**src/design/greedy_assignment_builder_core_assert.svh**
```systemverilog
// Assertion macros for the greedy assignment builder.
// Used by the top level; expects clk and rst in scope.
`ifndef GREEDY_ASSIGNMENT_BUILDER_CORE_ASSERT_SVH
`define GREEDY_ASSIGNMENT_BUILDER_CORE_ASSERT_SVH

`define GAB_ASSERT_SAME(label, ante, cons, msg) \
  label: assert property (@(posedge clk) disable iff (rst) (ante) |-> (cons)) \
    else $error(msg);

`define GAB_ASSERT_NEXT(label, ante, cons, msg) \
  label: assert property (@(posedge clk) disable iff (rst) (ante) |=> (cons)) \
    else $error(msg);

`endif

```
**src/design/gab_pkg.sv**
```systemverilog
// Shared constants, command codes, state type and control structs
// for the greedy assignment builder. No dependencies.
`timescale 1ns / 1ps

package gab_pkg;

  localparam int MAX_SIZE_DEFAULT = 32;
  localparam int CMD_W = 2;
  localparam int ROW_W = 5;
  localparam int ENTRY_W = 15;
  localparam int SIZE_W = 6;
  localparam int GENE_W = 6;
  localparam int PROD_W = 2 * ENTRY_W;

  localparam logic [SIZE_W-1:0] SIZE_RESET = 6'd32;

  localparam logic [CMD_W-1:0] CMD_LOAD_DIST = 2'd0;
  localparam logic [CMD_W-1:0] CMD_LOAD_FLOW = 2'd1;
  localparam logic [CMD_W-1:0] CMD_START = 2'd2;

  typedef enum logic [3:0] {
    ST_IDLE   = 4'b0001,
    ST_COMMIT = 4'b0010,
    ST_SCAN   = 4'b0100,
    ST_DRAIN  = 4'b1000
  } gab_state_t;

  typedef struct packed {
    logic load_dist;
    logic load_flow;
    logic start_run;
    logic issue;
    logic commit;
  } gab_cmd_t;

  typedef struct packed {
    logic out_free;
    logic scan_end;
    logic run_last;
    logic pipe_busy;
  } gab_status_t;

endpackage

```
**src/design/gab_ctrl.sv**
```systemverilog
// Controller state machine for the greedy assignment builder.
// Depends on gab_pkg; drives commands to gab_datapath.
`timescale 1ns / 1ps

module gab_ctrl (
  input  logic                       clk,
  input  logic                       rst,
  input  logic                       in_valid,
  output logic                       in_ready,
  input  logic [gab_pkg::CMD_W-1:0]  command,
  input  gab_pkg::gab_status_t       status,
  output gab_pkg::gab_cmd_t          cmd
);

  gab_pkg::gab_state_t state, state_next;

  always_ff @(posedge clk) begin
    if (rst) begin
      state <= gab_pkg::ST_IDLE;
    end else begin
      state <= state_next;
    end
  end

  always_comb begin
    state_next = state;
    cmd = '0;
    in_ready = 1'b0;
    unique case (state)
      gab_pkg::ST_IDLE: begin
        in_ready = 1'b1;
        if (in_valid) begin
          unique case (command)
            gab_pkg::CMD_LOAD_DIST: cmd.load_dist = 1'b1;
            gab_pkg::CMD_LOAD_FLOW: cmd.load_flow = 1'b1;
            gab_pkg::CMD_START: begin
              cmd.start_run = 1'b1;
              state_next = gab_pkg::ST_COMMIT;
            end
            default: ;
          endcase
        end
      end
      gab_pkg::ST_COMMIT: begin
        if (status.out_free) begin
          cmd.commit = 1'b1;
          state_next = status.run_last ? gab_pkg::ST_IDLE : gab_pkg::ST_SCAN;
        end
      end
      gab_pkg::ST_SCAN: begin
        cmd.issue = 1'b1;
        if (status.scan_end) begin
          state_next = gab_pkg::ST_DRAIN;
        end
      end
      gab_pkg::ST_DRAIN: begin
        if (!status.pipe_busy) begin
          state_next = gab_pkg::ST_COMMIT;
        end
      end
      default: state_next = gab_pkg::ST_IDLE;
    endcase
  end

endmodule

```
**config.mk**
```make
export PLATFORM = sky130hd
export DESIGN_NAME = gab_ctrl
export DESIGN_NICKNAME = d
export VERILOG_FILES = /design/src/design/greedy_assignment_builder_core_assert.svh /design/src/design/gab_pkg.sv /design/src/design/gab_ctrl.sv
export SDC_FILE = /design/constraint.sdc
export NUM_CORES = 1
export LEC_CHECK = 0
export BUFFER_PORTS_ARGS = -buffer_cell sky130_fd_sc_hd__buf_4
export CORE_AREA = 2 2 39 41
export DETAILED_ROUTE_END_ITERATION = 8
export DIE_AREA = 0 0 41 43
export HOLD_SLACK_MARGIN = 0.06
export SLEW_MARGIN = 20
export SYNTH_ARGS = -nofsm -noshare
export SYNTH_HDL_FRONTEND = slang
export SYNTH_SLANG_ARGS = --single-unit
```
**constraint.sdc**
```tcl
create_clock -name clk -period 3.4 [get_ports clk]
set_input_delay 0.34 -clock clk [delete_from_list [all_inputs] [get_ports clk]]
set_output_delay 0.34 -clock clk [all_outputs]
set_load 0.005 [all_outputs]
```
==> impl_metrics.ini <==
[timing]
worstMarginPinSlew_ps = 373
clock_skew_ps = 0.909
period_minus_slack_ps = 1810
period_share = 0.534
relSlewSlack = 0.750
fmax_mhz = 551
rsz0062_at_grt = false
final.setup.tns_ps = 0
finalHoldViolCount = 0
fin_hold_ws_ps = 373
setup-violations-final = 0
drv_slew = 0

[layout]
largestRegisters = state x4
design_area_um2 = 478
largest_register_ffs = 4
multiInputGateArea_um2 = 246
antenna_cells = 0
area_growth_pct = 44.7
drive_above_1_share = 0.453
regMostFlops = state
register_area_um2 = 80.1
fillerInstances = 157
nets = 64

[clocking]
cts_htree_levels = 1
clkLatencyLatePin_ps = 230
post_cts_buffers = 0
clockBufferDepth = 2
cts.repair.resized = 0
hold_buffers = 0
root_buffer = clkbuf_4
cts_buffers = 3
tritoncts = yes
path_clk_slew_ps = 40
clock-sinks = 4

[power_and_ir_drop]
p_leak_nw = 0.229
p_int_mw = 0.177
pwr-share-seq = 0.277
swShare = 0.327
p_comb_frac = 0.499
switching_power_mw = 0.0859
pwr-share-clk = 0.224
power_density_nw_per_um2 = 550
power.total_mw = 0.263
peakVddDrop_v = 0.000197

[yosys]
netlist.area_leader.share = 0.242
ys_types = 21
yosys_most_used_dff = dfxtp_1
netlist_instances = 36
seq_area_frac_synth = 0.242
avgSynthCellArea_um2 = 9.18
ys_seq_elements = 4
synth_largest_area_cell = dfxtp_1
synthesis.area_um2 = 330
synth_common_cells = a21oi_1, dfxtp_1, nor2_1
synthArstFlopShare = 0
syn_nets = 45
synth.area.top_cells = dfxtp_1, mux2_4, nor4b_4
synth_edf_count = 0
yosysWarningCount = 0

[global_routing]
track_usage = 0.107
grt_first_pass_wirelength_um = 1360
antenna_found_initial = 0
grt_max_degree = 9
grt_pass1_vias = 341
overflow = 0

[setup_path]
crit_family = simple AND/OR/NAND/NOR gates
crit_start = state[1]
crit_path_end_kind = output pin
cpMaxStageDelayCell = nor4b_4
critPathLaunchType = flip-flop
slowest_delay_ps = 450
r2r-start = state[2]
worstPathRequired_ps = 3060
critPathMaxFanout = 8
cp.buffers_inverters = 1
critical_path_class = flip-flop to output pin
cp.arrival_ps = 1470
path_cells = nor4b_4 > nor4bb_1 > buf_4

[placed_design]
finalWeightedCongestion = 0.716
place_area_um2 = 455
port_buffers = 14

[floorplan]
die_area_um2 = 1760
die_x_um = 41
start_util = 0.239
num_rows = 14
io_pins = 15
die_h_um = 43
core_um2 = 1380

[hold_path]
hold_start = rst
hold_path_class = primary input to flip-flop

[detailed_routing]
via_per_inst = 4.70
drcViolationCount = 0
wire_per_inst_um = 11.0
first_pass_iters = 1
dr_total_vias = 324
ant_nets = 0
drtIter0Drc = 0
wirelength_um = 762

[flow_run]
cap_violations = 0

[status]
status = finished, final reports clean
-- worst paths after layout --
kind | to | slack, ps | cells after the start
hold / removal | state[0] | 370 | 3
setup reg to reg | state[3] | 1880 | 4
hold reg to reg | state[1] | 670 | 2
setup / recovery | cmd[4] | 1590 | 3
-- area by class of cell --
class                           count  area share
Sequential cell                     4       0.168
Clock buffer                        3      0.0471
Inverter                            1     0.00785
Timing Repair Buffer               14       0.220
Multi-Input combinational cell     31       0.516
Tap cell                           16      0.0419
-- cell usage in the layout, fill, tap and decap left out, drive strengths merged --
cell type and n:
nand2 2, mux2 2, o221a 1, dfxtp 4, nor2 4, nor3 2, clkbuf 3, xnor2 1
inv 1, a21oi 4, nor4bb 1, or2b 1, o21ai 1, nand3b 2, buf 14, nor2b 2
nor4b 1, and4b 2, or4 1, mux2i 1, and3b 1, or2 2
-- power by group through the flow --
stage / logic [mW] / registers [mW] / clock network, mW
after detailed placement: 0.131 / 0.0738 / 0
after floorplan: 0.0949 / 0.0693 / 0
after global routing: 0.145 / 0.0760 / 0.0669
after global placement: 0.132 / 0.0722 / 0
after CTS: 0.131 / 0.0730 / 0.0621
final: 0.131 / 0.0727 / 0.0590
-- through the flow --
step / utilization / worst slack [ps] / instances
6_report: 0.345 / 1590 / 69
5_1_grt: 0.345 / 1430 / 69
4_1_cts: 0.345 / 1580 / 69
3_5_place_dp: 0.329 / 1850 / 66
3_3_place_gp: 0.329 / 1880 / 66
2_1_floorplan: - / 2010 / 36
-- worst register-to-register path, stage by stage (launching register included) --
cell and delay [ps]:
dfxtp_1 480, and3b_1 220, a21oi_1 170, o221a_4 240, mux2_4 290
-- logic make-up (layout without fill, tap and decap cells) --
kind of cell,Yosys count,after routing,synth area share
flip-flops,4,4,0.242
AND/OR/NAND/NOR,21,21,0.462
AO/OA/AOI/OAI,6,6,0.136
multiplexers,3,3,0.121
buffers and inverters,1,18,0.0114
XOR/XNOR,1,1,0.0265
-- metal layers --
layer	part of all wire	vias to the layer above	track usage
met5	0	-	0
met4	0	0	0.0200
met3	0.064	0	0.0314
met2	0.51	12	0.178
met1	0.43	145	0.130
li1	-	167	-
Note: power is estimated with default switching activity, not from simulation.
